==> src/hw/rtl/alah_pkg.sv <==
// ---------------------------------------------------------------------------
// alah_pkg: ambient-light headlight controller package
// Action, mode, lamp and command codes, fixed levels and beam frame words.
// ---------------------------------------------------------------------------
`default_nettype none

package alah_pkg;

   localparam int LUX_W = 16;
   localparam int PAY_W = 48;

   typedef logic [1:0]       action_type;
   typedef logic [1:0]       mode_type;
   typedef logic [1:0]       lamp_type;
   typedef logic [2:0]       cmd_type;
   typedef logic [PAY_W-1:0] pay_type;

   localparam action_type ACT_SAMPLE  = 2'd0;
   localparam action_type ACT_MODE    = 2'd1;
   localparam action_type ACT_RESTORE = 2'd2;
   localparam action_type ACT_FADE    = 2'd3;

   localparam mode_type MODE_OFF  = 2'd0;
   localparam mode_type MODE_ON   = 2'd1;
   localparam mode_type MODE_DIM  = 2'd2;
   localparam mode_type MODE_AUTO = 2'd3;

   localparam lamp_type LAMP_OFF   = 2'd0;
   localparam lamp_type LAMP_ON    = 2'd1;
   localparam lamp_type LAMP_DIM   = 2'd2;
   localparam lamp_type LAMP_THREE = 2'd3;

   localparam cmd_type CMD_FRONT_LEVEL = 3'd0;
   localparam cmd_type CMD_REAR_LEVEL  = 3'd1;
   localparam cmd_type CMD_FRONT_FRAME = 3'd2;
   localparam cmd_type CMD_REAR_FRAME  = 3'd3;
   localparam cmd_type CMD_BRIGHTNESS  = 3'd4;
   localparam cmd_type CMD_DARK        = 3'd5;
   localparam cmd_type CMD_LIGHTER     = 3'd6;

   localparam logic [LUX_W-1:0] DARK_RESET   = 16'h0032;
   localparam logic [LUX_W-1:0] BRIGHT_RESET = 16'h008c;

   localparam logic [7:0] LEVEL_ON   = 8'd200;
   localparam logic [7:0] LEVEL_DIM  = 8'd50;
   localparam logic [7:0] FADE_RESET = 8'd10;
   localparam logic [7:0] FADE_STEP  = 8'd10;
   localparam logic [7:0] FADE_TOP   = 8'd100;

   localparam logic [31:0] LO_HI_FRONT  = 32'h8b060001;
   localparam logic [31:0] LO_HI_REAR   = 32'h5a020001;
   localparam logic [31:0] LO_LOW       = 32'h3c020001;
   localparam logic [31:0] LO_RAISE     = 32'h3c060001;
   localparam logic [15:0] MID_STEADY   = 16'h0101;
   localparam logic [15:0] MID_DROP_F   = 16'h2301;
   localparam logic [15:0] MID_REAR_T   = 16'h1e01;
   localparam logic [15:0] MID_RAISE_F  = 16'h4f01;

   // beam frame: mid word above the low 32 bits
   function automatic pay_type frame_pay(input logic rear, input logic high,
                                         input logic trans);
      logic [15:0] mid;
      logic [31:0] lo;
      mid = MID_STEADY;
      lo  = LO_LOW;
      if (high) begin
         if (trans) begin
            mid = rear ? MID_REAR_T : MID_RAISE_F;
            lo  = rear ? LO_LOW : LO_RAISE;
         end else begin
            lo  = rear ? LO_HI_REAR : LO_HI_FRONT;
         end
      end else if (trans) begin
         mid = rear ? MID_REAR_T : MID_DROP_F;
         lo  = rear ? LO_HI_REAR : LO_HI_FRONT;
      end
      return {mid, lo};
   endfunction

endpackage

`default_nettype wire

==> src/hw/rtl/ambient_light_auto_headlight.sv <==
// ---------------------------------------------------------------------------
// ambient_light_auto_headlight: ambient-light headlight controller
// Lux ring with floor average, dark/lighter hysteresis, lamp and beam
// sequencing, mode control and brightness fade.
// ---------------------------------------------------------------------------
//  channel  dir  tdata                             tuser        tlast
//  req_     in   [15:0] lux [16] force [18:17] mode [1:0] action  -
//  rsp_     out  [47:0] payload                    [2:0] command last
//  csr_     in   csr_index 0 dark_level, 1 bright_level, csr_wdata 16 bits
//
//  Sample items (lux sample, auto mode, restore in auto) pass through
//  write, ring sweep, divide, decide and emit; the sweep reads the ring
//  through the single RAM read port and the divider is bit-serial.
//  Other items go straight to decide and emit. Up to 7 results per item.
//  req_tready is low while an item is at work; a stalled rsp_ holds.
//  Synchronous active-high reset; ring contents are not cleared.
// ---------------------------------------------------------------------------
`default_nettype none

module ambient_light_auto_headlight
   import alah_pkg::*;
#(
   parameter int RING_DEPTH = 16
) (
   input  wire logic        clock,
   input  wire logic        reset,
   input  wire logic        req_tvalid,
   output logic             req_tready,
   input  wire logic [23:0] req_tdata,   // lux[15:0], force_req[16], mode_value[18:17]
   input  wire logic [1:0]  req_tuser,   // action[1:0]
   output logic             rsp_tvalid,
   input  wire logic        rsp_tready,
   output logic      [47:0] rsp_tdata,   // payload[47:0]
   output logic      [2:0]  rsp_tuser,   // command[2:0]
   output logic             rsp_tlast,
   input  wire logic        csr_we,
   input  wire logic        csr_index,
   input  wire logic [15:0] csr_wdata
);

   localparam int ADDR_W = $clog2(RING_DEPTH);
   localparam int FILL_W = $clog2(RING_DEPTH + 1);
   localparam int SUM_W  = LUX_W + ADDR_W;

   localparam logic [2:0] SL_EV  = 3'd0;
   localparam logic [2:0] SL_LF  = 3'd1;
   localparam logic [2:0] SL_LR  = 3'd2;
   localparam logic [2:0] SL_TF  = 3'd3;
   localparam logic [2:0] SL_TR  = 3'd4;
   localparam logic [2:0] SL_SF  = 3'd5;
   localparam logic [2:0] SL_SR  = 3'd6;
   localparam logic [2:0] SL_BRT = 3'd7;

   typedef enum logic [2:0] {
      ST_IDLE, ST_WRITE, ST_SUM, ST_DIV, ST_DECIDE, ST_EMIT
   } state_type;

   state_type         state_ff,   state_in;
   action_type        act_ff,     act_in;
   logic              force_ff,   force_in;
   mode_type          mode_ff,    mode_in;
   logic [LUX_W-1:0]  smp_val_ff, smp_val_in;
   logic [LUX_W-1:0]  dark_lvl_ff;
   logic [LUX_W-1:0]  bright_lvl_ff;
   logic [ADDR_W-1:0] wpos_ff,    wpos_in;
   logic [FILL_W-1:0] filled_ff,  filled_in;
   logic [LUX_W-1:0]  avg_ff,     avg_in;
   mode_type          lmode_ff,   lmode_in;
   logic              dark_ff,    dark_in;
   logic              en_ff,      en_in;
   lamp_type          lamp_ff,    lamp_in;
   logic              high_ff,    high_in;
   logic              beamon_ff,  beamon_in;
   logic [7:0]        fade_ff,    fade_in;
   logic [FILL_W-1:0] cnt_ff,     cnt_in;
   logic              rd_vld_ff,  rd_vld_in;
   logic [SUM_W-1:0]  acc_ff,     acc_in;
   logic [7:0]        mask_ff,    mask_in;
   cmd_type           ev_cmd_ff,  ev_cmd_in;
   logic [7:0]        lvl_ff,     lvl_in;
   logic              rhigh_ff,   rhigh_in;
   logic              rsp_vld_ff, rsp_vld_in;
   cmd_type           rsp_cmd_ff, rsp_cmd_in;
   pay_type           rsp_pay_ff, rsp_pay_in;
   logic              rsp_last_ff, rsp_last_in;

   logic              accept;
   logic              smp_req;
   logic              ram_we;
   logic [ADDR_W-1:0] ram_raddr;
   logic [LUX_W-1:0]  ram_rdata;
   logic              issue;
   logic              div_start;
   logic              div_done;
   logic [SUM_W-1:0]  div_quo;
   logic              load;
   logic [2:0]        sel;

   // decision terms
   logic [7:0]        p_mask;
   cmd_type           p_ev_cmd;
   logic [7:0]        p_lvl;
   logic              p_rhigh;
   logic              p_dark;
   lamp_type          p_lamp;
   logic              p_high;
   logic              p_beamon;
   logic [7:0]        p_fade;
   logic              go_on;
   logic              go_dim;
   logic              go_off;

   alah_ram #(
      .WIDTH(LUX_W),
      .DEPTH(RING_DEPTH)
   ) u_ring (
      .clock (clock),
      .we    (ram_we),
      .waddr (wpos_ff),
      .wdata (smp_val_ff),
      .raddr (ram_raddr),
      .rdata (ram_rdata)
   );

   alah_div #(
      .DVD_W(SUM_W),
      .DVS_W(FILL_W)
   ) u_div (
      .clock    (clock),
      .reset    (reset),
      .start    (div_start),
      .dividend (acc_ff),
      .divisor  (filled_ff),
      .done     (div_done),
      .quotient (div_quo)
   );

   assign req_tready = (state_ff == ST_IDLE);
   assign accept     = req_tvalid && req_tready;
   assign ram_we     = (state_ff == ST_WRITE);
   assign ram_raddr  = cnt_ff[ADDR_W-1:0];
   assign issue      = (state_ff == ST_SUM) && (cnt_ff < filled_ff);
   assign div_start  = (state_ff == ST_SUM) && !issue && !rd_vld_ff;
   assign smp_req    = (req_tuser == ACT_SAMPLE)
                    || (req_tuser == ACT_MODE && req_tdata[18:17] == MODE_AUTO)
                    || (req_tuser == ACT_RESTORE && lmode_ff == MODE_AUTO);

   // outcome of one item, from the state and the latched item
   always_comb begin
      p_mask   = '0;
      p_ev_cmd = CMD_DARK;
      p_lvl    = LEVEL_ON;
      p_rhigh  = 1'b1;
      p_dark   = dark_ff;
      p_lamp   = lamp_ff;
      p_high   = high_ff;
      p_beamon = beamon_ff;
      p_fade   = fade_ff;
      go_on    = 1'b0;
      go_dim   = 1'b0;
      go_off   = 1'b0;
      if (act_ff == ACT_FADE) begin
         if (beamon_ff) begin
            if (fade_ff < FADE_TOP) begin
               p_fade = fade_ff + FADE_STEP;
            end
         end else if (fade_ff != '0) begin
            p_fade = fade_ff - FADE_STEP;
         end
         p_mask[SL_BRT] = 1'b1;
      end else if (act_ff == ACT_SAMPLE || mode_ff == MODE_AUTO) begin
         if (en_ff) begin
            if (avg_ff < dark_lvl_ff) begin
               if (force_ff || !dark_ff) begin
                  p_mask[SL_EV] = 1'b1;
                  p_ev_cmd      = CMD_DARK;
                  p_dark        = 1'b1;
               end
            end else if (avg_ff > bright_lvl_ff) begin
               if (force_ff || dark_ff) begin
                  p_mask[SL_EV] = 1'b1;
                  p_ev_cmd      = CMD_LIGHTER;
                  p_dark        = 1'b0;
               end
            end
            if (lmode_ff == MODE_AUTO && (force_ff || lamp_ff != LAMP_THREE)) begin
               go_on  = p_dark && (lamp_ff != LAMP_ON);
               go_dim = !p_dark && (lamp_ff != LAMP_DIM);
            end
         end
      end else begin
         unique case (mode_ff)
            MODE_ON:  go_on  = force_ff || (lamp_ff != LAMP_ON);
            MODE_DIM: go_dim = force_ff || (lamp_ff != LAMP_DIM);
            MODE_OFF: go_off = force_ff || (lamp_ff != LAMP_OFF);
            default:  go_off = 1'b0;
         endcase
      end
      if (go_on || go_dim) begin
         p_mask[SL_LF] = 1'b1;
         p_mask[SL_LR] = 1'b1;
         p_lvl         = go_on ? LEVEL_ON : LEVEL_DIM;
         p_lamp        = go_on ? LAMP_ON : LAMP_DIM;
      end
      if (go_off) begin
         p_lamp = LAMP_OFF;
      end
      if (go_on || go_dim || go_off) begin
         p_rhigh       = !go_off;
         p_mask[SL_TF] = (p_rhigh != high_ff);
         p_mask[SL_TR] = (p_rhigh != high_ff);
         p_mask[SL_SF] = 1'b1;
         p_mask[SL_SR] = 1'b1;
         p_beamon      = go_on;
         p_high        = p_rhigh;
      end
   end

   // lowest pending result slot
   always_comb begin
      sel = SL_BRT;
      for (int i = 7; i >= 0; i--) begin
         if (mask_ff[i]) begin
            sel = 3'(i);
         end
      end
   end

   always_comb begin
      state_in    = state_ff;
      act_in      = act_ff;
      force_in    = force_ff;
      mode_in     = mode_ff;
      smp_val_in  = smp_val_ff;
      wpos_in     = wpos_ff;
      filled_in   = filled_ff;
      avg_in      = avg_ff;
      lmode_in    = lmode_ff;
      dark_in     = dark_ff;
      en_in       = en_ff;
      lamp_in     = lamp_ff;
      high_in     = high_ff;
      beamon_in   = beamon_ff;
      fade_in     = fade_ff;
      cnt_in      = cnt_ff;
      rd_vld_in   = 1'b0;
      acc_in      = acc_ff;
      mask_in     = mask_ff;
      ev_cmd_in   = ev_cmd_ff;
      lvl_in      = lvl_ff;
      rhigh_in    = rhigh_ff;
      rsp_vld_in  = rsp_vld_ff && !rsp_tready;
      rsp_cmd_in  = rsp_cmd_ff;
      rsp_pay_in  = rsp_pay_ff;
      rsp_last_in = rsp_last_ff;
      load        = 1'b0;

      unique case (state_ff)
         ST_IDLE: begin
            if (accept) begin
               act_in     = req_tuser;
               force_in   = (req_tuser == ACT_SAMPLE)
                         || (req_tuser == ACT_MODE && req_tdata[18:17] != MODE_AUTO)
                          ? req_tdata[16] : 1'b0;
               mode_in    = (req_tuser == ACT_RESTORE) ? lmode_ff : req_tdata[18:17];
               smp_val_in = (req_tuser == ACT_SAMPLE) ? req_tdata[15:0] : avg_ff;
               if (req_tuser == ACT_MODE) begin
                  lmode_in = req_tdata[18:17];
               end
               if (req_tuser == ACT_RESTORE) begin
                  en_in = 1'b1;
               end
               state_in = smp_req ? ST_WRITE : ST_DECIDE;
            end
         end
         ST_WRITE: begin
            wpos_in   = (wpos_ff == ADDR_W'(RING_DEPTH - 1)) ? '0 : wpos_ff + 1'b1;
            filled_in = (filled_ff < FILL_W'(RING_DEPTH)) ? filled_ff + 1'b1 : filled_ff;
            cnt_in    = '0;
            acc_in    = '0;
            state_in  = ST_SUM;
         end
         ST_SUM: begin
            if (issue) begin
               cnt_in = cnt_ff + 1'b1;
            end
            rd_vld_in = issue;
            if (rd_vld_ff) begin
               acc_in = acc_ff + SUM_W'(ram_rdata);
            end
            if (div_start) begin
               state_in = ST_DIV;
            end
         end
         ST_DIV: begin
            if (div_done) begin
               avg_in   = div_quo[LUX_W-1:0];
               state_in = ST_DECIDE;
            end
         end
         ST_DECIDE: begin
            mask_in   = p_mask;
            ev_cmd_in = p_ev_cmd;
            lvl_in    = p_lvl;
            rhigh_in  = p_rhigh;
            dark_in   = p_dark;
            lamp_in   = p_lamp;
            high_in   = p_high;
            beamon_in = p_beamon;
            fade_in   = p_fade;
            state_in  = (p_mask == '0) ? ST_IDLE : ST_EMIT;
         end
         ST_EMIT: begin
            load = !rsp_vld_ff || rsp_tready;
            if (load) begin
               mask_in        = mask_ff;
               mask_in[sel]   = 1'b0;
               rsp_vld_in     = 1'b1;
               rsp_last_in    = (mask_in == '0);
               unique case (sel)
                  SL_EV: begin
                     rsp_cmd_in = ev_cmd_ff;
                     rsp_pay_in = '0;
                  end
                  SL_LF: begin
                     rsp_cmd_in = CMD_FRONT_LEVEL;
                     rsp_pay_in = PAY_W'(lvl_ff);
                  end
                  SL_LR: begin
                     rsp_cmd_in = CMD_REAR_LEVEL;
                     rsp_pay_in = PAY_W'(lvl_ff);
                  end
                  SL_TF: begin
                     rsp_cmd_in = CMD_FRONT_FRAME;
                     rsp_pay_in = frame_pay(1'b0, rhigh_ff, 1'b1);
                  end
                  SL_TR: begin
                     rsp_cmd_in = CMD_REAR_FRAME;
                     rsp_pay_in = frame_pay(1'b1, rhigh_ff, 1'b1);
                  end
                  SL_SF: begin
                     rsp_cmd_in = CMD_FRONT_FRAME;
                     rsp_pay_in = frame_pay(1'b0, rhigh_ff, 1'b0);
                  end
                  SL_SR: begin
                     rsp_cmd_in = CMD_REAR_FRAME;
                     rsp_pay_in = frame_pay(1'b1, rhigh_ff, 1'b0);
                  end
                  SL_BRT: begin
                     rsp_cmd_in = CMD_BRIGHTNESS;
                     rsp_pay_in = PAY_W'(fade_ff);
                  end
               endcase
               if (mask_in == '0) begin
                  state_in = ST_IDLE;
               end
            end
         end
         default: state_in = ST_IDLE;
      endcase
   end

   always_ff @(posedge clock) begin
      if (reset) begin
         state_ff      <= ST_IDLE;
         dark_lvl_ff   <= DARK_RESET;
         bright_lvl_ff <= BRIGHT_RESET;
         wpos_ff       <= '0;
         filled_ff     <= '0;
         avg_ff        <= '0;
         lmode_ff      <= MODE_AUTO;
         dark_ff       <= 1'b0;
         en_ff         <= 1'b0;
         lamp_ff       <= LAMP_OFF;
         high_ff       <= 1'b0;
         beamon_ff     <= 1'b0;
         fade_ff       <= FADE_RESET;
         rd_vld_ff     <= 1'b0;
         mask_ff       <= '0;
         rsp_vld_ff    <= 1'b0;
      end else begin
         state_ff   <= state_in;
         wpos_ff    <= wpos_in;
         filled_ff  <= filled_in;
         avg_ff     <= avg_in;
         lmode_ff   <= lmode_in;
         dark_ff    <= dark_in;
         en_ff      <= en_in;
         lamp_ff    <= lamp_in;
         high_ff    <= high_in;
         beamon_ff  <= beamon_in;
         fade_ff    <= fade_in;
         rd_vld_ff  <= rd_vld_in;
         mask_ff    <= mask_in;
         rsp_vld_ff <= rsp_vld_in;
         if (csr_we && !csr_index) begin
            dark_lvl_ff <= csr_wdata;
         end
         if (csr_we && csr_index) begin
            bright_lvl_ff <= csr_wdata;
         end
      end
      act_ff      <= act_in;
      force_ff    <= force_in;
      mode_ff     <= mode_in;
      smp_val_ff  <= smp_val_in;
      cnt_ff      <= cnt_in;
      acc_ff      <= acc_in;
      ev_cmd_ff   <= ev_cmd_in;
      lvl_ff      <= lvl_in;
      rhigh_ff    <= rhigh_in;
      rsp_cmd_ff  <= rsp_cmd_in;
      rsp_pay_ff  <= rsp_pay_in;
      rsp_last_ff <= rsp_last_in;
   end

   assign rsp_tvalid = rsp_vld_ff;
   assign rsp_tdata  = rsp_pay_ff;
   assign rsp_tuser  = rsp_cmd_ff;
   assign rsp_tlast  = rsp_last_ff;

`ifndef SYNTHESIS
   a_idle_no_pending: assert property (@(posedge clock) disable iff (reset)
      req_tready |-> (mask_ff == '0))
      else $error("item accepted while results pending");

   a_div_in_state: assert property (@(posedge clock) disable iff (reset)
      div_done |-> (state_ff == ST_DIV))
      else $error("divider finished outside divide state");

   a_fill_bound: assert property (@(posedge clock) disable iff (reset)
      filled_ff <= FILL_W'(RING_DEPTH))
      else $error("ring fill count overflow");

   a_sum_to_div: assert property (@(posedge clock) disable iff (reset)
      div_start |=> (state_ff == ST_DIV))
      else $error("divide not entered after ring sweep");
`endif

endmodule

`default_nettype wire

==> src/hw/rtl/alah_ram.sv <==
// ---------------------------------------------------------------------------
// alah_ram: generic single-write, single-read RAM
// One write port, one read port with registered read data.
// ---------------------------------------------------------------------------
`default_nettype none

module alah_ram #(
   parameter int WIDTH = 16,
   parameter int DEPTH = 16
) (
   input  wire logic                     clock,
   input  wire logic                     we,
   input  wire logic [$clog2(DEPTH)-1:0] waddr,
   input  wire logic [WIDTH-1:0]         wdata,
   input  wire logic [$clog2(DEPTH)-1:0] raddr,
   output logic      [WIDTH-1:0]         rdata
);

   logic [WIDTH-1:0] mem_ff [DEPTH];
   logic [WIDTH-1:0] rdata_ff;

   always_ff @(posedge clock) begin
      if (we) begin
         mem_ff[waddr] <= wdata;
      end
      rdata_ff <= mem_ff[raddr];
   end

   assign rdata = rdata_ff;

endmodule

`default_nettype wire

==> src/hw/rtl/alah_div.sv <==
// ---------------------------------------------------------------------------
// alah_div: bit-serial restoring divider
// One quotient bit per cycle; done pulses once the last bit is in.
// ---------------------------------------------------------------------------
`default_nettype none

module alah_div #(
   parameter int DVD_W = 20,
   parameter int DVS_W = 5
) (
   input  wire logic             clock,
   input  wire logic             reset,
   input  wire logic             start,
   input  wire logic [DVD_W-1:0] dividend,
   input  wire logic [DVS_W-1:0] divisor,
   output logic                  done,
   output logic      [DVD_W-1:0] quotient
);

   localparam int CNT_W = $clog2(DVD_W + 1);

   logic [DVS_W-1:0] dvs_ff;
   logic [DVS_W-1:0] rem_ff,  rem_in;
   logic [DVD_W-1:0] quo_ff,  quo_in;
   logic [CNT_W-1:0] cnt_ff,  cnt_in;
   logic             done_ff, done_in;
   logic [DVS_W:0]   shifted;
   logic [DVS_W:0]   diff;
   logic             ge;

   always_comb begin
      shifted = {rem_ff, quo_ff[DVD_W-1]};
      diff    = shifted - {1'b0, dvs_ff};
      ge      = shifted >= {1'b0, dvs_ff};
      rem_in  = rem_ff;
      quo_in  = quo_ff;
      cnt_in  = cnt_ff;
      done_in = 1'b0;
      if (start) begin
         rem_in = '0;
         quo_in = dividend;
         cnt_in = CNT_W'(DVD_W);
      end else if (cnt_ff != '0) begin
         rem_in  = ge ? diff[DVS_W-1:0] : shifted[DVS_W-1:0];
         quo_in  = {quo_ff[DVD_W-2:0], ge};
         cnt_in  = cnt_ff - 1'b1;
         done_in = (cnt_ff == CNT_W'(1));
      end
   end

   always_ff @(posedge clock) begin
      if (reset) begin
         cnt_ff  <= '0;
         done_ff <= 1'b0;
      end else begin
         cnt_ff  <= cnt_in;
         done_ff <= done_in;
      end
      if (start) begin
         dvs_ff <= divisor;
      end
      rem_ff <= rem_in;
      quo_ff <= quo_in;
   end

   assign done     = done_ff;
   assign quotient = quo_ff;

endmodule

`default_nettype wire
==> config.mk <==
export PLATFORM = sky130hd
export DESIGN_NAME = ambient_light_auto_headlight
export DESIGN_NICKNAME = d
export VERILOG_FILES = /design/src/hw/rtl/alah_pkg.sv /design/src/hw/rtl/ambient_light_auto_headlight.sv /design/src/hw/rtl/alah_ram.sv /design/src/hw/rtl/alah_div.sv
export SDC_FILE = /design/constraint.sdc
export NUM_CORES = 1
export LEC_CHECK = 0
export BUFFER_PORTS_ARGS = -buffer_cell sky130_fd_sc_hd__buf_2
export CORE_MARGIN = 5
export CORE_UTILIZATION = 26
export CTS_CLUSTER_DIAMETER = 30
export DETAILED_ROUTE_END_ITERATION = 7
export PLACE_DENSITY = 0.44
export SETUP_SLACK_MARGIN = 0.02
export SYNTH_ARGS = -nofsm -noshare
export SYNTH_HDL_FRONTEND = slang
export SYNTH_SLANG_ARGS = --single-unit
==> constraint.sdc <==
create_clock -name clock -period 6.25 [get_ports clock]
set_clock_uncertainty 0.15 [all_clocks]
set_input_delay 0.9375 -clock clock [delete_from_list [all_inputs] [get_ports clock]]
set_output_delay 0.9375 -clock clock [all_outputs]
set_load 0.02 [all_outputs]
### Word level (Yosys, flattened, before mapping)

Memories as Yosys holds them, arrays and structs flattened. A register that Yosys moved wholly into a read port is not among the register bits.
Cells that the tools add are included.

| cells by class | value |
|---|---|
| reduce and logical (&&, ||, !) cells | 71 |
| eq/ne operators | 35 |
| mux-type cells | 80 |
| add/subtract/negate cells | 8 |
| magnitude comparators | 8 |
| bitwise logic cells | 8 |

Operator list:

| cell | number |
|---|---|
| 48-bit one-hot mux with 7 select lines | 1 |
| 32-bit two-way mux | 2 |
| 31-bit two-way mux | 2 |
| 20-bit two-way mux | 3 |
| 8-bit two-way mux | 5 |
| 20-bit one-hot mux with 2 select lines | 1 |
| 3-bit two-way mux | 13 |
| 3-bit one-hot mux with 6 select lines | 2 |
| 1-bit two-way mux | 34 |
| 20-bit by 16-bit adder with 20-bit output | 1 |
| 5-bit two-way mux | 4 |
| 3-bit == test, second input constant | 6 |
| 2-bit AND reduction | 9 |
| 16-bit > comparator | 1 |
| 8-bit zero test | 2 |
| 16-bit less-than comparator | 1 |
| 16-bit two-way mux | 1 |
| 2-bit inequality test, second input constant | 8 |
| 8-bit one-hot mux with 2 select lines | 1 |
| 15-bit two-way mux | 1 |
| 1-bit logical AND | 14 |
| 1-bit logical OR | 13 |
| 2-bit == test, second input constant | 6 |
| 3-bit by 2-bit == test with 1-bit output, second input constant | 4 |
| 37 further kinds | 75 |

| storage, ports and cells | value |
|---|---|
| bits in writable memories | 256 |
| memories | 1 |
| bits in registers | 232 |
| word-level logic and storage cells | 245 |
| input port bits | 48 |

Memory list:

| name | words | width | read ports | clocked after memory_dff | write ports | RTL line | RTL |
|---|---|---|---|---|---|---|---|
| u_ring.mem_ff | 16 | 16 | 1 | 1 | 1 | alah_ram.sv:19 | `logic [WIDTH-1:0] mem_ff [DEPTH];` |

### Logic depth before layout (Yosys ltp)

Gate-level depths: netlist (run 1).

| depth | value |
|---|---|
| word-level depth | 19 |
| mapped depth | 13 |
| mapped depth without buffers | 11 |

### By module

A second synthesis (run 1) with hierarchy kept.

| second synthesis, totals | value |
|---|---|
| cell total of the unflattened synthesis | 1508 |
| area, all modules | 20519.7 um^2 |

By module, submodules not included:

| module | sequential area each (um^2) | cells each | area each (um^2) | instances |
|---|---|---|---|---|
| alah_ram | 8007.7 | 432 | 10042.1 | 1 |
| ambient_light_auto_headlight | 3953.8 | 941 | 8758.4 | 1 |
| alah_div | 970.9 | 135 | 1719.1 | 1 |

### Worst setup path before layout (run 1)

No wires, ideal clock.

| path | value |
|---|---|
| kind | reg2reg |
| start point | reg state_ff[0] |
| end point | mem u_ring.mem_ff[2][0], enable pin |
| cell stages (with the launch flop) | 7 |
| period minus slack after synthesis | 2988 ps |
| arrival time | 2429 ps |
| path buffers | 2 |
| setup slack | 3262 ps |
| cell sequence | dfxtp_1 -> buf_2 -> nor2b_1 -> nor2b_1 -> clkbuf_1 -> nand2_1 -> nor3_1 |

| between the ends | value |
|---|---|
| cells in the longest elaborated chain, start to end | 3 |

RTL lines:

| item | RTL line | RTL |
|---|---|---|
| start: declaration | ambient_light_auto_headlight.sv:58 | `state_type state_ff, state_in;` |
| start signal: assignment | ambient_light_auto_headlight.sv:382 | `state_ff <= state_in;` |
| 3-bit by 1-bit == test with 1-bit output | ambient_light_auto_headlight.sv:140 | `assign ram_we = (state_ff == ST_WRITE);` |
| 1-bit two-way mux | alah_ram.sv:23 | `if (we) begin` |
| 1-bit two-way mux (not written as such) | alah_ram.sv:24 | `mem_ff[waddr] <= wdata;` |
| end: declaration | alah_ram.sv:19 |  |

No other way between the ends.

### Worst setup path after layout (run 1)

| path | value |
|---|---|
| start point | reg cnt_ff[1] |
| end point | reg u_div.quo_ff[19], in the netlist u_div.quotient[19] (data pin) |

| between the ends | value |
|---|---|
| cells in the longest elaborated chain, start to end | 6 |

RTL lines:

| item | RTL line | RTL |
|---|---|---|
| start: declaration | ambient_light_auto_headlight.sv:75 | `logic [FILL_W-1:0] cnt_ff, cnt_in;` |
| start signal: assignment | ambient_light_auto_headlight.sv:407 | `cnt_ff <= cnt_in;` |
| 5-bit less-than comparator | ambient_light_auto_headlight.sv:142 | `assign issue = (state_ff == ST_SUM) && (cnt_ff < filled_ff);` |
| 1-bit logical AND | ambient_light_auto_headlight.sv:142 |  |
| 1-bit zero test | ambient_light_auto_headlight.sv:143 | `assign div_start = (state_ff == ST_SUM) && !issue && !rd_vld_ff;` |
| 1-bit logical AND (2 in a row) | ambient_light_auto_headlight.sv:143 |  |
| 20-bit two-way mux | alah_div.sv:39 | `if (start) begin` |
| via u_div.quo_in[19] | alah_div.sv:24 | `logic [DVD_W-1:0] quo_ff, quo_in;` |
| end signal: assignment | alah_div.sv:63 | `quo_ff <= quo_in;` |
| end: declaration | alah_div.sv:24 |  |

The timed path passes the listed nets, and every way through them passes these cells.
A chain may end at the register's enable or synchronous reset.

==> impl_metrics.csv, run 1 <==
group,metric,value,unit
status,status,"finished clean",
power,switching_share,29.33,%
yosys,synth_cells,1505,
worst_setup_path,critPathArrivalTime,3.62,ns
routing,wire_per_inst,18.21,um
power,p_int,9.143,mW
timing,min_period,3.420,ns
flow_run,drv_cap,0,
clock_tree,tritoncts,"yes",
worst_setup_path,r2r_setup_slack,2.83,ns
final_layout,drive_gt1_share,23.45,%
worst_setup_path,rr_startpoint,"cnt_ff[1]",
routing,firstDrtPassIters,5,
power,peakVddDrop,0.2439,mV
clock_tree,cts_sinks,468,
clock_tree,cts_setup_buffers,0,
clock_tree,cts_max_path_buffers,3,
timing,fmax,0.2924,GHz
worst_setup_path,ff2ff_path_depth,11,
power,combPwrFrac,21.9,%
placed_design,gp_congestion,0.7546,
global_routing,grt_max_degree,57,
yosys,synth.ff_latch_count,468,
clock_tree,cts_resized,0,
routing,num_vias,12400,
timing,finalSetupViolCount,0,
worst_setup_path,r2r-end,"u_div.quotient[19]",
die,initial_core_util,26.24,%
routing,finalWirelength,50.47,mm
power,seqPwrFrac,33.6,%
timing,tightest_slew,1.063,ns
clock_tree,clock_latency,0.64,ns
min_path,hp-start,"filled_ff[4]",
placed_design,hpwl,31.71,mm
timing,drv_slew,0,
die,core,0.07747,sq mm
final_layout,nNetsFinal,1761,
placed_design,place_area,0.02188,sq mm
routing,antenna_left,0,
global_routing,antenna_found_initial,1,
clock_tree,htreeDepth,3,
routing,vias_per_cell,4.473,
die,die_y,289.6,um
timing,final.setup.tns,0,ns
worst_setup_path,worstPathMaxFanout,33,
power,p_per_area,504.3,mW/mm^2
final_layout,final_cell_area,0.02565,sq mm
min_path,hold_path_class,"reg2reg",
global_routing,grtUsageTotal,12.09,%
worst_setup_path,worstSetupStartpointType,"flip-flop",
yosys,synth_enable_flop_cells,356,
die,ios,102,
worst_setup_path,cp.required,6.45,ns
min_path,min_path_cells,0,
power,p_clk_share,44.5,%
yosys,avgSynthCellArea,13.51,sq um
global_routing,grt_pass1_wl,77.23,mm
clock_tree,cts.clk_slew.worst_paths,0.05,ns
worst_setup_path,path_class,"reg2reg",
yosys,ys_seq_area_share,63.61,%
timing,rsz0062_at_grt,"false",
timing,slew_headroom,29.16,%
placed_design,portBuffers,74,
clock_tree,cts_made_buffers,106,
yosys,yosysWarningCount,0,
final_layout,final_util,33.12,%
global_routing,overflow,0,
yosys,yosysUniqueCellTypes,71,
yosys,synth_area,0.02033,sq mm
worst_setup_path,worstSetupEndpointType,"flip-flop",
die,dieArea,0.08389,sq mm
clock_tree,hold_buffers,0,
yosys,synthArstFlopShare,0,%
global_routing,grt_pass1_vias,12730,
power,switchingPower,3.794,mW
clock_tree,root_buffer,"clkbuf_16",
final_layout,syn2layout_area_growth,26.19,%
die,fp-row-count,102,
yosys,ys.flop_type,"edfxtp_1",
power,p_leak,9.272,nW
die,die_x,289.6,um
routing,drc_errors,0,
timing,finalCritPeriodShare,54.73,%
timing,finalHoldViolCount,0,
routing,drt-initial-drc-count,647,
min_path,holdPathEnd,"u_div.dvs_ff[4]",
==> worst max-delay path by stage <==
stage,startpoint,endpoint,slack [ns],cells past startpoint
2_1_floorplan,state_ff[0],u_ring.mem_ff[2][0],3.26,6
3_3_place_gp,cnt_ff[1],u_div.quotient[0],2.84,11
3_5_place_dp,cnt_ff[1],u_div.quotient[0],2.82,11
4_1_cts,cnt_ff[1],u_div.quotient[19],2.79,11
5_1_grt,cnt_ff[1],u_div.done,2.56,10
6_report,cnt_ff[1],u_div.quotient[19],2.83,11
==> cell usage in the layout (no fill, tap or decap), drive strengths merged, types with 6 or more instances in the layout <==
cell      netlist  final
a211o           7      7
a21o           23     23
a21oi          98     98
and2           10     10
buf            46    100
bufinv          0     18
clkbuf         47    127
clkinv          0     35
clkinvlp        0     10
conb            1     22
dfxtp         112    112
edfxtp        356    356
ha             69     69
inv            74     82
mux2           17     17
mux4           80     80
nand2         193    193
nand2b         14     14
nand3          12     12
nand3b          9      9
nand4           9      9
nor2          109    109
nor2b          12     12
nor3           29     29
nor4            6      6
o211ai         10     10
o21a            8      8
o21ai          40     40
or3             9      9
xnor2          14     14
xor2           19     19
==> cell type report <==
class / instances / area (sq um)
Multi-Input combinational cell: 891 / 6803
Clock buffer: 127 / 2811
Fill cell: 7691 / 51810
Timing Repair Buffer: 100 / 565.5
Clock inverter: 71 / 960.9
Inverter: 74 / 277.8
Antenna cell: 1 / 2.502
Sequential cell: 468 / 12930
Tap cell: 1040 / 1301
==> per-layer routing <==
metal | vias up | global-route usage (%) | wire length (um)
li1 | 5874 | - | -
met1 | 6175 | 16.36 | 23450
met2 | 265 | 19.28 | 23430
met3 | 86 | 2.824 | 2443
met4 | 0 | 3.942 | 1139
met5 | - | 0 | 0
==> state kept, by name (all words and copies together) (netlist names), 3 cells and up <==
name	flops
wpos_ff	4
u_div.rem_ff	5
u_ring.mem_ff	256
mask_ff	8
cnt_ff	5
bright_lvl_ff	16
u_div.dvs_ff	5
u_div.cnt_ff	5
u_div.quotient	20
dark_lvl_ff	16
u_ring.rdata	16
smp_val_ff	16
acc_ff	20
rsp_tuser	3
filled_ff	5
rsp_tdata	20
state_ff	3
fade_ff	7
avg_ff	16
==> worst max-delay path, cell delays in order, from the launching register on <==
cell,delay [ns]
edfxtp_1,0.32
buf_4,0.41
ha_1,0.33
a21o_1,0.16
a21o_1,0.17
a21o_1,0.17
a21oi_1,0.40
or3_1,0.20
buf_4,0.28
inv_2,0.32
nand2_1,0.16
nand2_1,0.05
==> power groups by stage <==
stage / combinational [mW] / sequential [mW] / clock [mW]
2_1_floorplan: 2.20 / 4.25 / 0
3_3_place_gp: 2.85 / 4.39 / 0
3_5_place_dp: 2.88 / 4.40 / 0
4_1_cts: 2.90 / 4.35 / 5.87
5_1_grt: 3.20 / 4.40 / 6.05
6_report: 2.84 / 4.34 / 5.76
==> metrics by stage <==
stage,total power [mW],hold WS [ns],setup slack [ns],instances
after floorplan,6.448,0.2582,3.262,1526
after global placement,7.242,0.2714,2.837,2573
after detailed placement,7.280,0.2700,2.824,2573
after CTS,13.12,0.2801,2.792,2771
after global routing,13.65,0.2944,2.556,2771
final,12.94,0.2788,2.830,2772
==> cell usage after synthesis (8+ instances only) <==
cell / instances / area [sq um]
nor2_1: 109 / 409.1
o211ai_1: 10 / 75.07
edfxtp_1: 356 / 10690
o21a_1: 8 / 60.06
ha_1: 69 / 863.3
a21oi_1: 96 / 480.5
buf_2: 10 / 50.05
o21ai_0: 35 / 175.2
xor2_1: 19 / 166.4
nand4_1: 9 / 56.30
nor2b_1: 12 / 75.07
nand2_1: 193 / 724.4
inv_1: 73 / 274.0
a21o_1: 23 / 172.7
nand2b_1: 14 / 87.58
nor3_1: 29 / 145.1
clkbuf_1: 46 / 172.7
nand3_1: 11 / 55.05
dfxtp_1: 112 / 2242
mux4_2: 80 / 1802
nand3b_1: 9 / 67.56
buf_4: 29 / 217.7
and2_1: 10 / 62.56
or3_1: 9 / 56.30
xnor2_1: 14 / 122.6
mux2_2: 17 / 191.4
==> cell families after synthesis <==
family / share of synthesized area [%]
AO/OA/AOI/OAI: 7.490
XOR/XNOR: 1.422
adder cells (fa/ha/maj): 4.591
buffers and inverters: 3.686
flip-flops: 63.61
multiplexers: 9.951
other: 0.01844
AND/OR/NAND/NOR: 9.231
No activity file was read; power rests on OpenSTA's default activity.
==> inputs of run 2 (changes only) <==
- PLACE_DENSITY: 0.44 -> 0.46
- clock period: 6.25 -> 2.8 ns (I/O delays scaled with it)
==> impl_metrics.csv, run 2 (synthesis gave the netlist of run 1 again) <==
group,metric,value,unit
final_layout,final_util,34.52,%
final_layout,final_cell_area,0.02674,sq mm
global_routing,overflow,0,
routing,num_vias,12670,
die,die_y,289.6,um
timing,min_period,2.771,ns
global_routing,grt_pass1_wl,75.38,mm
final_layout,final_cell_mix,"edfxtp_1, nand2_1, clkbuf_16, dfxtp_1, nor2_1",
placed_design,place_area,0.02243,sq mm
worst_setup_path,cp.required,3.12,ns
placed_design,portBuffers,74,
clock_tree,cts_sinks,468,
timing,drv_slew,0,
clock_tree,root_buffer,"clkbuf_16",
routing,antenna_left,0,
timing,holdWs,0.04340,ns
worst_setup_path,path_class,"reg2reg",
final_layout,diodes,0,
timing,rsz0062_at_grt,"true",
final_layout,largest_reg_flops,256,
worst_setup_path,worstPathMaxFanout,6,
flow_run,drv_cap,0,
worst_setup_path,r2r-end,"state_ff[2]",
placed_design,hpwl,31.95,mm
timing,finalSetupViolCount,0,
global_routing,antenna_found_initial,3,
placed_design,dp_worst_setup_slack,-0.07898,ns
timing,slew_headroom,39.63,%
final_layout,final_cells,2864,
final_layout,syn2layout_area_growth,31.55,%
timing,finalCritPeriodShare,98.95,%
die,core,0.07747,sq mm
die,fp-row-count,102,
die,die_x,289.6,um
placed_design,gp_congestion,0.7779,
routing,drt-initial-drc-count,673,
routing,firstDrtPassIters,5,
power,p_leak,9.743,nW
worst_setup_path,crit_end,"state_ff[2]",
timing,finalHoldViolCount,0,
worst_setup_path,crit_start,"bright_lvl_ff[11]",
clock_tree,clock_latency,0.64,ns
final_layout,final_common_cell,"edfxtp_1",
worst_setup_path,cp_slowest_cell,"or3_1",
timing,worst_slack,0.02948,ns
timing,fmax,0.3609,GHz
clock_tree,tritoncts,"yes",
worst_setup_path,crit_path_cell_trace,"inv_1, ha_4, nand4_1, or3_1, a21oi_2, o31a_1, nand3_4, o2111a_2, o31ai_4, a221oi_2",
clock_tree,cts.clk_slew.worst_paths,0.04,ns
routing,drc_errors,0,
placed_design,dp_cells,2631,
global_routing,grt_max_degree,79,
die,dieArea,0.08389,sq mm
clock_tree,cts_max_path_buffers,3,
final_layout,top_register,"u_ring.mem_ff",
global_routing,grtUsageTotal,11.72,%
power,peakVddDrop,0.6411,mV
worst_setup_path,worst_path_largest_cell_delay,0.41,ns
worst_setup_path,critPathArrivalTime,3.09,ns
min_path,hold_path_class,"in2reg",
routing,wire_per_inst,17.25,um
timing,tightest_slew,0.9055,ns
worst_setup_path,r2r_setup_slack,0.03,ns
worst_setup_path,worstSetupEndpointType,"flip-flop",
worst_setup_path,rr_startpoint,"bright_lvl_ff[11]",
worst_setup_path,ff2ff_path_depth,10,
final_layout,nNetsFinal,1857,
die,initial_core_util,26.24,%
clock_tree,htreeDepth,3,
status,status,"finished clean",
routing,vias_per_cell,4.422,
global_routing,grt_pass1_vias,12820,
clock_tree,cts_made_buffers,103,
routing,finalWirelength,49.39,mm
die,ios,102,
worst_setup_path,worstSetupStartpointType,"flip-flop",
final_layout,drive_gt1_share,27.96,%
power,p_per_area,1085,mW/mm^2
[run 2: cell types whose count changed in the layout (fill, tap and decap cells not counted), moves of 5 or more]
| cell | change |
|---|---|
| dfxtp_1 | -10 |
| nor2_2 | +6 |
| inv_1 | -6 |
| inv_2 | +6 |
| ha_1 | -10 |
| dfxtp_2 | +10 |
| buf_4 | +52 |
| clkinv_4 | -5 |
| buf_12 | +10 |
| dlygate4sd3_1 | +35 |
| ha_4 | +8 |
[run 2: how the worst min path moves through the flow]
stage          cells past startpoint          start  slack, ns              end
2_1_floorplan                      0   filled_ff[4]       0.26  u_div.dvs_ff[4]
3_3_place_gp                       0   filled_ff[4]       0.27  u_div.dvs_ff[4]
3_5_place_dp                       0   filled_ff[4]       0.28  u_div.dvs_ff[4]
4_1_cts                            2  req_tdata[12]       0.01   smp_val_ff[12]
5_1_grt                            2  req_tdata[14]       0.03   smp_val_ff[14]
6_report                           2  req_tdata[15]       0.04   smp_val_ff[15]
[run 2: report_power, final]
group	switching, mW	leakage (nW)	internal [mW]
Combinational	3.94	3.82	3.22
Clock	3.79	1.74	8.42
Sequential	0.727	4.18	8.94
[run 2: per-stage QoR]
step                setup TNS [ns]  power (mW)
floorplan                        0       14.40
global placement           -0.2319       16.47
detailed placement         -0.2005       16.59
CTS                              0       29.12
global route              -0.09300       30.62
finish                           0       29.03
[run 2: layer usage]
layer / global-route usage (%) / share of wire [%] / up-vias
li1: - / - / 6062
met1: 15.74 / 46 / 6261
met2: 18.87 / 47 / 246
met3: 2.345 / 4.5 / 97
met4: 4.372 / 2.7 / 0
met5: 0 / 0 / -
[run 2: area by class of cell]
type                            count  area, sq um
Clock buffer                      127         2793
Clock inverter                     65        792.0
Fill cell                        7513        50720
Inverter                           74        277.8
Multi-Input combinational cell    891         7101
Sequential cell                   468        12940
Tap cell                         1040         1301
Timing Repair Buffer              199         1535
[run 2: timing repair]
item / in CTS / in global routing
setup endpoints to repair: 8 / 20
pin swaps: 2 / 25
hold endpoints to repair: 52 / 0
resized for setup: 11 / 57
setup buffers: 0 / 6
hold buffers: 35 / 0
[run 2: worst max-delay path, delay by kind of cell (launching register included)]
kind                     cells  cell delay [ns]
AO/OA/AOI/OAI                5             1.09
buffers and inverters        1             0.08
adder cells (fa/ha/maj)      1             0.28
AND/OR/NAND/NOR              3             0.68
flip-flops                   1             0.33
